$ cat src/hdl/ihex_pkg.sv
// ----------------------------------------------------------------------------
// Intel HEX parser package
// Phase and result codes, record constants and the hex digit decoder.
// ----------------------------------------------------------------------------
package ihex_pkg;

    typedef enum logic [2:0] {
        PH_IDLE  = 3'd0,
        PH_COUNT = 3'd1,
        PH_ADDR  = 3'd2,
        PH_TYPE  = 3'd3,
        PH_DATA  = 3'd4,
        PH_CSUM  = 3'd5
    } t_phase;

    typedef enum logic [1:0] {
        KIND_DATA = 2'd0,
        KIND_END  = 2'd1,
        KIND_EOF  = 2'd2
    } t_kind;

    localparam logic [7:0] CHAR_COLON = 8'h3A;
    localparam logic [7:0] TYPE_DATA  = 8'h00;
    localparam logic [7:0] TYPE_EOF   = 8'h01;
    localparam logic [3:0] NIB_TEN    = 4'hA;

    typedef struct packed {
        logic        vld;
        t_kind       kind;
        logic [15:0] byte_address;
        logic [7:0]  byte_value;
        logic        checksum_ok;
    } t_result;

    typedef struct packed {
        logic       is_hex;
        logic [3:0] nib;
    } t_digit;

    function automatic t_digit hex_decode(input logic [7:0] c);
        t_digit d;
        d.is_hex = 1'b1;
        d.nib    = 4'h0;
        if (c inside {[8'h30:8'h39]}) begin
            d.nib = c[3:0];
        end else if (c inside {[8'h61:8'h66]}) begin
            d.nib = 4'(c - 8'h61) + NIB_TEN;
        end else if (c inside {[8'h41:8'h46]}) begin
            d.nib = 4'(c - 8'h41) + NIB_TEN;
        end else begin
            d.is_hex = 1'b0;
        end
        return d;
    endfunction

endpackage

$ cat src/hdl/ihex_if.sv
// ----------------------------------------------------------------------------
// Intel HEX parser stream interfaces
// Character input channel and result output channel, valid/ready.
// ----------------------------------------------------------------------------
interface ihex_in_if;
    logic       valid;
    logic       ready;
    logic [7:0] ascii_char;

    modport source (output valid, output ascii_char, input ready);
    modport sink   (input valid, input ascii_char, output ready);
endinterface

interface ihex_out_if;
    logic        valid;
    logic        ready;
    logic [1:0]  kind;
    logic [15:0] byte_address;
    logic [7:0]  byte_value;
    logic        checksum_ok;

    modport source (output valid, output kind, output byte_address,
                    output byte_value, output checksum_ok, input ready);
    modport sink   (input valid, input kind, input byte_address,
                    input byte_value, input checksum_ok, output ready);
endinterface

$ cat src/hdl/intel_hex_record_parser_top.sv
// ----------------------------------------------------------------------------
// Intel HEX record parser, top level
// Pipeline: input character register, then the record state engine, then the result register driving o_out.
// Throughput: one character beat per cycle; stalls only on output backpressure.
// Reset: synchronous, active low; parser returns to idle waiting for a colon.
// ----------------------------------------------------------------------------
module intel_hex_record_parser_top (
    input  logic        i_clk,
    input  logic        i_rst_n,
    ihex_in_if.sink     i_in,
    ihex_out_if.source  o_out
);
    import ihex_pkg::*;

    logic       r_in_vld;
    logic [7:0] r_in_char;
    logic       r_out_vld;
    t_result    r_out;
    t_result    w_res;
    logic       w_adv;

    // whole pipe moves unless a held result is not being taken
    assign w_adv      = !r_out_vld || o_out.ready;
    assign i_in.ready = w_adv;

    ihex_parser u_parser (
        .i_clk   (i_clk),
        .i_rst_n (i_rst_n),
        .i_en    (w_adv && r_in_vld),
        .i_char  (r_in_char),
        .o_res   (w_res)
    );

    always_ff @(posedge i_clk) begin
        if (!i_rst_n) begin
            r_in_vld  <= 1'b0;
            r_out_vld <= 1'b0;
        end else if (w_adv) begin
            r_in_vld  <= i_in.valid;
            r_out_vld <= r_in_vld && w_res.vld;
        end
    end

    always_ff @(posedge i_clk) begin
        if (w_adv) begin
            r_in_char <= i_in.ascii_char;
            r_out     <= w_res;
        end
    end

    assign o_out.valid        = r_out_vld;
    assign o_out.kind         = r_out.kind;
    assign o_out.byte_address = r_out.byte_address;
    assign o_out.byte_value   = r_out.byte_value;
    assign o_out.checksum_ok  = r_out.checksum_ok;

endmodule

$ cat src/hdl/ihex_parser.sv
// ----------------------------------------------------------------------------
// Intel HEX record state engine
// Consumes one character per enable, updates record state, forms a result.
// ----------------------------------------------------------------------------
module ihex_parser (
    input  logic             i_clk,
    input  logic             i_rst_n,
    input  logic             i_en,
    input  logic [7:0]       i_char,
    output ihex_pkg::t_result o_res
);
    import ihex_pkg::*;

    t_phase      r_phase, n_phase;
    logic        r_second, n_second;
    logic [3:0]  r_high, n_high;
    logic [7:0]  r_count, n_count;
    logic [15:0] r_addr, n_addr;
    logic [1:0]  r_adc, n_adc;
    logic [7:0]  r_type, n_type;
    logic [7:0]  r_bd, n_bd;
    logic [7:0]  r_sum, n_sum;
    logic        r_finished, n_finished;

    t_digit      w_dig;
    logic        w_live, w_colon, w_digit;
    logic        w_addr_step, w_hi_step, w_byte_step;
    logic [7:0]  w_byte, w_sum, w_bd_inc;
    logic [15:0] w_addr_shift;

    always_comb begin
        w_dig        = hex_decode(i_char);
        w_colon      = (i_char == CHAR_COLON);
        w_live       = i_en && !r_finished;
        w_digit      = w_live && !w_colon && w_dig.is_hex && (r_phase != PH_IDLE);
        w_addr_step  = w_digit && (r_phase == PH_ADDR);
        w_hi_step    = w_digit && (r_phase != PH_ADDR) && !r_second;
        w_byte_step  = w_digit && (r_phase != PH_ADDR) && r_second;
        w_byte       = {r_high, w_dig.nib};
        w_sum        = r_sum + w_byte;
        w_bd_inc     = r_bd + 8'd1;
        w_addr_shift = {r_addr[11:0], w_dig.nib};
    end

    // phase sequencing
    always_comb begin
        n_phase = r_phase;
        if (w_live && w_colon) begin
            n_phase = PH_COUNT;
        end else if (w_addr_step) begin
            if (r_adc == 2'd3) begin
                n_phase = PH_TYPE;
            end
        end else if (w_byte_step) begin
            case (r_phase)
                PH_COUNT: n_phase = PH_ADDR;
                PH_TYPE: begin
                    if (w_byte == TYPE_EOF) begin
                        n_phase = PH_IDLE;
                    end else if (r_count == 8'd0) begin
                        n_phase = PH_CSUM;
                    end else begin
                        n_phase = PH_DATA;
                    end
                end
                PH_DATA: begin
                    if (w_bd_inc == r_count) begin
                        n_phase = PH_CSUM;
                    end
                end
                PH_CSUM: n_phase = PH_IDLE;
                default: n_phase = r_phase;
            endcase
        end
    end

    // record fields and result
    always_comb begin
        n_second   = r_second;
        n_high     = r_high;
        n_count    = r_count;
        n_addr     = r_addr;
        n_adc      = r_adc;
        n_type     = r_type;
        n_bd       = r_bd;
        n_sum      = r_sum;
        n_finished = r_finished;
        o_res      = '0;
        o_res.kind = KIND_DATA;

        if (w_live && w_colon) begin
            n_second = 1'b0;
            n_high   = 4'h0;
            n_adc    = 2'd0;
            n_bd     = 8'd0;
            n_sum    = 8'd0;
        end else if (w_addr_step) begin
            n_addr = w_addr_shift;
            if (r_adc == 2'd3) begin
                n_adc = 2'd0;
                n_sum = r_sum + w_addr_shift[15:8] + w_addr_shift[7:0];
            end else begin
                n_adc = r_adc + 2'd1;
            end
        end else if (w_hi_step) begin
            n_high   = w_dig.nib;
            n_second = 1'b1;
        end else if (w_byte_step) begin
            n_second = 1'b0;
            n_sum    = w_sum;
            case (r_phase)
                PH_COUNT: begin
                    n_count = w_byte;
                    n_addr  = 16'd0;
                    n_adc   = 2'd0;
                end
                PH_TYPE: begin
                    n_type = w_byte;
                    if (w_byte == TYPE_EOF) begin
                        n_finished         = 1'b1;
                        o_res.vld          = 1'b1;
                        o_res.kind         = KIND_EOF;
                        o_res.byte_address = r_addr;
                    end else begin
                        n_bd = 8'd0;
                    end
                end
                PH_DATA: begin
                    n_bd = w_bd_inc;
                    if (r_type == TYPE_DATA) begin
                        o_res.vld          = 1'b1;
                        o_res.kind         = KIND_DATA;
                        o_res.byte_address = r_addr + {8'd0, r_bd};
                        o_res.byte_value   = w_byte;
                    end
                end
                PH_CSUM: begin
                    o_res.vld         = 1'b1;
                    o_res.kind        = KIND_END;
                    o_res.byte_value  = w_byte;
                    o_res.checksum_ok = (w_sum == 8'd0);
                end
                default: n_second = 1'b0;
            endcase
        end
    end

    always_ff @(posedge i_clk) begin
        if (!i_rst_n) begin
            r_phase    <= PH_IDLE;
            r_second   <= 1'b0;
            r_high     <= 4'h0;
            r_count    <= 8'd0;
            r_addr     <= 16'd0;
            r_adc      <= 2'd0;
            r_type     <= 8'd0;
            r_bd       <= 8'd0;
            r_sum      <= 8'd0;
            r_finished <= 1'b0;
        end else begin
            r_phase    <= n_phase;
            r_second   <= n_second;
            r_high     <= n_high;
            r_count    <= n_count;
            r_addr     <= n_addr;
            r_adc      <= n_adc;
            r_type     <= n_type;
            r_bd       <= n_bd;
            r_sum      <= n_sum;
            r_finished <= n_finished;
        end
    end

endmodule

$ cat src/flat_wrapper.sv
// flat-port wrapper written by rule: the top's interface ports become plain ports
module intel_hex_record_parser_top_flat import ihex_pkg::*;
  (i_clk, i_rst_n, i_in_valid, i_in_ascii_char, i_in_ready, o_out_valid, o_out_kind, o_out_byte_address, o_out_byte_value, o_out_checksum_ok, o_out_ready);
  ihex_in_if i_in_i ();
  ihex_out_if o_out_i ();
  input  logic i_clk;
  input  logic i_rst_n;
  input wire logic [$bits(i_in_i.valid)-1:0] i_in_valid;
  input wire logic [$bits(i_in_i.ascii_char)-1:0] i_in_ascii_char;
  output wire logic [$bits(i_in_i.ready)-1:0] i_in_ready;
  output wire logic [$bits(o_out_i.valid)-1:0] o_out_valid;
  output wire logic [$bits(o_out_i.kind)-1:0] o_out_kind;
  output wire logic [$bits(o_out_i.byte_address)-1:0] o_out_byte_address;
  output wire logic [$bits(o_out_i.byte_value)-1:0] o_out_byte_value;
  output wire logic [$bits(o_out_i.checksum_ok)-1:0] o_out_checksum_ok;
  input wire logic [$bits(o_out_i.ready)-1:0] o_out_ready;
  assign i_in_i.valid = i_in_valid;
  assign i_in_i.ascii_char = i_in_ascii_char;
  assign i_in_ready = i_in_i.ready;
  assign o_out_valid = o_out_i.valid;
  assign o_out_kind = o_out_i.kind;
  assign o_out_byte_address = o_out_i.byte_address;
  assign o_out_byte_value = o_out_i.byte_value;
  assign o_out_checksum_ok = o_out_i.checksum_ok;
  assign o_out_i.ready = o_out_ready;
  intel_hex_record_parser_top u_core (.i_clk(i_clk), .i_rst_n(i_rst_n), .i_in(i_in_i), .o_out(o_out_i));
endmodule
$ cat config.mk
export PLATFORM = sky130hd
export DESIGN_NAME = intel_hex_record_parser_top_flat
export DESIGN_NICKNAME = d
export VERILOG_FILES = /design/src/hdl/ihex_pkg.sv /design/src/hdl/ihex_if.sv /design/src/hdl/intel_hex_record_parser_top.sv /design/src/hdl/ihex_parser.sv /design/src/flat_wrapper.sv
export SDC_FILE = /design/constraint.sdc
export NUM_CORES = 1
export LEC_CHECK = 0
export BUFFER_PORTS_ARGS = -buffer_cell sky130_fd_sc_hd__buf_2
export CAP_MARGIN = 30
export CORE_ASPECT_RATIO = 1.4
export CORE_MARGIN = 4
export CORE_UTILIZATION = 61
export CTS_CLUSTER_DIAMETER = 50
export DETAILED_ROUTE_END_ITERATION = 12
export PLACE_DENSITY_LB_ADDON = 0.15
export SLEW_MARGIN = 30
export SYNTH_ARGS = -nofsm -noshare
export SYNTH_HDL_FRONTEND = slang
export SYNTH_SLANG_ARGS = --single-unit
export TNS_END_PERCENT = 50
$ cat constraint.sdc
create_clock -name i_clk -period 5.2 [get_ports i_clk]
set_clock_uncertainty 0.15 [all_clocks]
set_input_delay 0 -clock i_clk [delete_from_list [all_inputs] [get_ports i_clk]]
set_output_delay 0 -clock i_clk [all_outputs]
set_load 0.005 [all_outputs]
; Word-level counts from Yosys, hierarchy flattened
; Cells that the tools add are included.
[word_totals]
ff_bits = 96
in_bits = 12
wordCells = 141
[classes]
add_sub_neg = 10
magnitude_cmp = 6
n_eq_ne = 16
n_mux = 41
n_bitwise = 6
n_reduce_logical = 44
[ops]
columns = operator, count
row1 = two-way mux 28 bit, 4
row2 = two-way mux 16 bit, 4
row3 = two-way mux 8 bit, 5
row4 = one-hot mux 16 bit (2 select lines), 1
row5 = one-hot mux 8 bit (2 select lines), 2
row6 = two-way mux 27 bit, 1
row7 = adder 8 bit, 3
row8 = zero test 8 bit, 3
row9 = two-way mux 19 bit, 1
row10 = adder 16 x 8 -> 16 bit, 1
row11 = >= comparator 8 x 7 -> 1 bit (second input constant), 2
row12 = <= comparator 8 x 7 -> 1 bit (second input constant), 2
row13 = two-way mux 3 bit, 5
row14 = AND reduction 5 bit, 3
row15 = logical AND 1 bit, 14
row16 = two-way mux 4 bit, 3
row17 = one-hot mux 3 bit (4 select lines), 1
row18 = AND reduction 4 bit, 3
row19 = two-way mux 2 bit, 5
row20 = one-hot mux 3 bit (3 select lines), 1
row21 = adder 4 bit (second input constant), 2
row22 = adder 8 x 1 -> 8 bit (second input constant), 1
row23 = == test 8 x 1 -> 1 bit (second input constant), 1
row24 = == test 8 x 6 -> 1 bit (second input constant), 1
row25 = 29 further kinds, 54

; Longest topological paths before layout
[logic_depth]
word_depth = 14
ltp_mapped = 19

; Hierarchy
; Synthesis repeated with hierarchy kept, for this count alone.
[hier_totals]
hier_cells = 589
area_unflattened_um2 = 5627.9
[modules_own_cells]
columns = module, instances, cells_per_inst, area_each_um2, seq_area_each_um2
row1 = ihex_parser, 1, 545, 4486.8, 1181.1
row2 = intel_hex_record_parser_top, 1, 44, 1141.1, 1091.0

; Worst setup path after synthesis
; Ideal clock, no wire load.
[synth_timing]
path_type = reg2reg
start = register u_core.r_in_char[1]
end = register u_core.u_parser.r_sum[7]
setup_time_ns = 0.070
arrival_time_ns = 3.676
path_slack_ns = 1.304
path_stages_with_launch = 18
n_path_buf = 0
synth_period_minus_slack_ns = 3.896
path_cell_list = edfxtp_1 -> inv_1 -> ha_1 -> nor3b_2 -> nor3_4 -> a22oi_1 -> inv_1 -> fa_1 -> ha_1 -> fa_1 -> a21o_1 -> a21oi_1 -> o21bai_1 -> a21oi_1 -> xnor2_1 -> o21ai_0 -> nand4b_1 -> a21oi_1
[synth_rtl]
columns = item, line_no
row1 = from (decl), intel_hex_record_parser_top.sv:16  ; logic [7:0] r_in_char;
row2 = from (signal assigned), intel_hex_record_parser_top.sv:46  ; r_in_char <= i_in.ascii_char;
row3 = "subtractor 4 x 1 -> 4 bit, or another cell as far along", "ihex_pkg.sv:47, ihex_pkg.sv:49"
row4 = adder 4 bit or logical AND 1 bit (tied branches), "ihex_pkg.sv:47, ihex_pkg.sv:49, ihex_pkg.sv:48"
row5 = two-way mux 4 bit, ihex_pkg.sv:48  ; end else if (c inside {[8'h41:8'h46]}) begin
row6 = two-way mux 4 bit, ihex_pkg.sv:46  ; end else if (c inside {[8'h61:8'h66]}) begin
row7 = two-way mux 4 bit (*), ihex_pkg.sv:44  ; if (c inside {[8'h30:8'h39]}) begin
row8 = via u_core.u_parser.w_addr_shift[1], ihex_parser.sv:29  ; logic [15:0] w_addr_shift;
row9 = adder 8 bit, ihex_parser.sv:40  ; w_sum = r_sum + w_byte;
row10 = two-way mux 8 bit, ihex_parser.sv:108  ; end else if (w_byte_step) begin
row11 = two-way mux 8 bit, ihex_parser.sv:105  ; end else if (w_hi_step) begin
row12 = two-way mux 8 bit (*), ihex_parser.sv:97  ; end else if (w_addr_step) begin
row13 = to (signal assigned), ihex_parser.sv:169  ; r_sum <= n_sum;
row14 = to (decl), ihex_parser.sv:22  ; logic [7:0] r_sum, n_sum;
; Mark *: on every way through the listed nets, which the timed path passes. The rest lies on a longest branch. The select of a mux whose other input is x is not followed.
; A chain may end at the register's enable or synchronous reset.

; Worst setup path in the final report
; Same ends and word-level chain as after synthesis.

==> metrics.csv <==
metric;value;unit
Yosys warning count;0;
max-cap viol count;0;
setup repair bufs after CTS;0;
fin crit share;81.8;%
final antenna-violating net count;0;
CTS root buf;clkbuf_16;
Lkg Pwr;0.00263;uW
area delta synth->final;13.0;%
first-pass GRT wire length;22400;microns
Max-slew headroom;47.7;%
Worst Max-Slew Pin Slew;784;ps
Power Density;248;nW/um^2
prevailing post-synth register cell;dfxtp_1;
unrepaired setup endpoints after global routing;false;
max incr delay on CP;500;ps
initial antenna violation count;0;
register-to-register setup slack;950;ps
post-synthesis sequential area ratio;41.4;%
worst-path cell chain;inv_1, ha_1, nor3b_2, nor3_4, a22oi_1, buf_4, inv_1, fa_1, ha_1, fa_1, a21o_1, a21oi_1, o21bai_1, a21oi_1, xnor2_1, o21ai_0, nand4b_1, a21oi_1;
TritonCTS clock tree;built;
Max Slew Vio Count;0;
largest net degree at the start of global routing;39;
WP buf/inv;3;
layout cell share with drive strength beyond 1;12.0;%
crit path max fanout;8;
Worst Setup Start Kind;flip-flop;
worst hold path class;primary input to flip-flop;
Initial DRT Pass Iterations;5;
final setup fails;0;
clk slew on worst S/H paths;60;ps
Synth async-reset ratio;0;%
WHS Path Cells;2;
nets;673;
post-synthesis register bit count;96;
Syn Inst Count;584;
DP HPWL;9820;microns
R2R depth;18;
worst vdd ir;0.188;mV
top cell type by total area after synthesis;dfxtp_1;
Core Box Area;8710;sq um
status;completed;
die width;88.2;microns
Setup TNS;0;ps
Max Fclk;235;MHz
Synth top area share;22.2;%
die span in y;120;microns
Period minus WS final;4250;ps
Tot Pwr;1540;uW
Ports;41;
Vias;4673;
hold path start;i_in_ascii_char[2];
clock buffer depth;2;
synth cell count leaders;dfxtp_1 (61), nor2_1 (61), nand2_1 (48);
r2r endpoint;u_core.u_parser.r_sum[7]$_SDFFE_PP0P_;
IO buf count;40;
total wire length;13900;microns
RR Startpoint;u_core.r_in_char[1]$_DFFE_PN_;
CP endpoint kind;flip-flop;
number of diodes;0;
Vias/cell;6.35;
syn nets;631;
residual DRC count;0;
Top Family by Delay on Critical Path;adder cells;
kind of critical path;flip-flop to flip-flop;
average instance area after synthesis;9.41;sq um
RePlAce Congestion;0.890;
count of flip-flops with a built-in enable after synthesis;35;
required time of the critical path;5330;ps
number of core rows;40;
insertion delay to the later sink of the worst-skew pair;350;ps
gr usage total;27.0;%
critical path depth;18;
Post-Syn Area;5490;sq um
cell with the largest stage delay on the worst path;edfxtp_1;
H-Tree Depth;3;
Cell variety after synth;63;
most frequent CP cell;a21oi_1;
Worst Hold End;u_core.r_in_char[2]$_DFFE_PN_;
vias in the first global route;4574;
WL/cell;18.8;microns
Starting Density;63.1;%
die area;10600;sq um
critical path arrival;4380;ps
1st-iter DRT viols;375;
final hold vios;0;
overflow left after global routing;0;
Num Clock Sinks;96;
number of buffers created by CTS;9;
top post-synthesis cells by area;dfxtp_1 (22%), edfxtp_1 (19%), ha_1 (5.9%);
[layout make-up]
cell class,count,area [sq um]
Multi-Input combinational cell,441,3040
Fill cell,656,2500
Sequential cell,96,2270
Timing Repair Buffer,59,373
Clock buffer,13,272
Tap cell,105,131
Inverter,19,71.3
Clock inverter,3,47.5
[worst max-delay path by stage]
| stage | slack, ps | to | from |
|---|---|---|---|
| floorplan | 1300 | u_core.u_parser.r_sum[7]$_SDFFE_PP0P_ | u_core.r_in_char[1]$_DFFE_PN_ |
| global placement | 1220 | u_core.u_parser.r_sum[7]$_SDFFE_PP0P_ | u_core.r_in_char[1]$_DFFE_PN_ |
| detailed placement | 1010 | u_core.u_parser.r_sum[7]$_SDFFE_PP0P_ | u_core.r_in_char[1]$_DFFE_PN_ |
| CTS | 970 | u_core.u_parser.r_sum[7]$_SDFFE_PP0P_ | u_core.r_in_char[1]$_DFFE_PN_ |
| global route | 540 | u_core.u_parser.r_sum[7]$_SDFFE_PP0P_ | u_core.r_in_char[1]$_DFFE_PN_ |
| finish | 950 | u_core.u_parser.r_sum[7]$_SDFFE_PP0P_ | u_core.r_in_char[1]$_DFFE_PN_ |
[power by group]
part / leakage, uW / switching, uW / internal, uW
combinational: 0.00156 / 25.9 / 21.7
sequential: 0.000909 / 4.01 / 777
clock: 0.000156 / 290 / 418
total: 0.00263 / 320 / 1220
[cells in the final DEF (no fill, tap or decap), types with 10 or more instances in the layout]
| master | count |
|---|---|
| buf_2 | 41 |
| clkbuf_16 | 10 |
| xnor2_1 | 20 |
| nand3_1 | 13 |
| dfxtp_1 | 61 |
| ha_1 | 26 |
| dlygate4sd3_1 | 10 |
| edfxtp_1 | 35 |
| inv_1 | 19 |
| nand2_1 | 48 |
| o21ai_0 | 14 |
| nor2_1 | 61 |
| and3_1 | 14 |
| xor2_1 | 17 |
| a22oi_1 | 25 |
| a21oi_1 | 34 |
| nor2b_1 | 25 |
[flip-flops by register name, indices dropped and copies added, names as in the netlist, 2 cells and up]
register / flops
u_core.o_out.byte_address: 16
u_core.u_parser.r_addr: 16
u_core.o_out.byte_value: 8
u_core.r_in_char: 8
u_core.u_parser.r_bd: 8
u_core.u_parser.r_count: 8
u_core.u_parser.r_sum: 8
u_core.u_parser.r_type: 8
u_core.u_parser.r_high: 4
u_core.u_parser.r_phase: 3
u_core.o_out.kind: 2
u_core.u_parser.r_adc: 2
[stage by stage]
stage	setup slack [ps]	instances	hold WS [ps]	instance area (sq um)	utilization [%]
after global placement	1220	708	26.9	5770	66.2
after global routing	542	736	228	6210	71.3
after floorplan	1300	584	-51.1	5490	-
after detailed placement	1010	709	28.6	5780	66.3
after CTS	968	735	197	6190	71.1
final	949	736	202	6210	71.3
[cells by family (layout without fill, tap and decap cells)]
logic type               Yosys count  after routing  share of synthesized area [%]
flip-flops                        96             96                           41.4
adder cells (fa/ha/maj)           36             36                           9.38
XOR/XNOR                          37             37                           5.90
AND/OR/NAND/NOR                  219            219                           21.0
AO/OA/AOI/OAI                    140            140                           17.3
buffers and inverters             47             94                           3.37
multiplexers                       9              9                           1.64
[per-layer routing]
metal / track usage [%] / up-vias / part of all wire (%)
met2: 47.6 / 187 / 53
met3: 2.66 / 31 / 5.0
met1: 32.8 / 2260 / 39
li1: - / 2195 / -
met4: 11.3 / 0 / 2.7
met5: 0 / - / 0
[repair_timing]
action | in CTS | in global routing
hold endpoints to repair | 12 | 0
hold buffers | 10 | 0
gates resized for setup | 0 | 0
(Power assumes the default switching activity.)
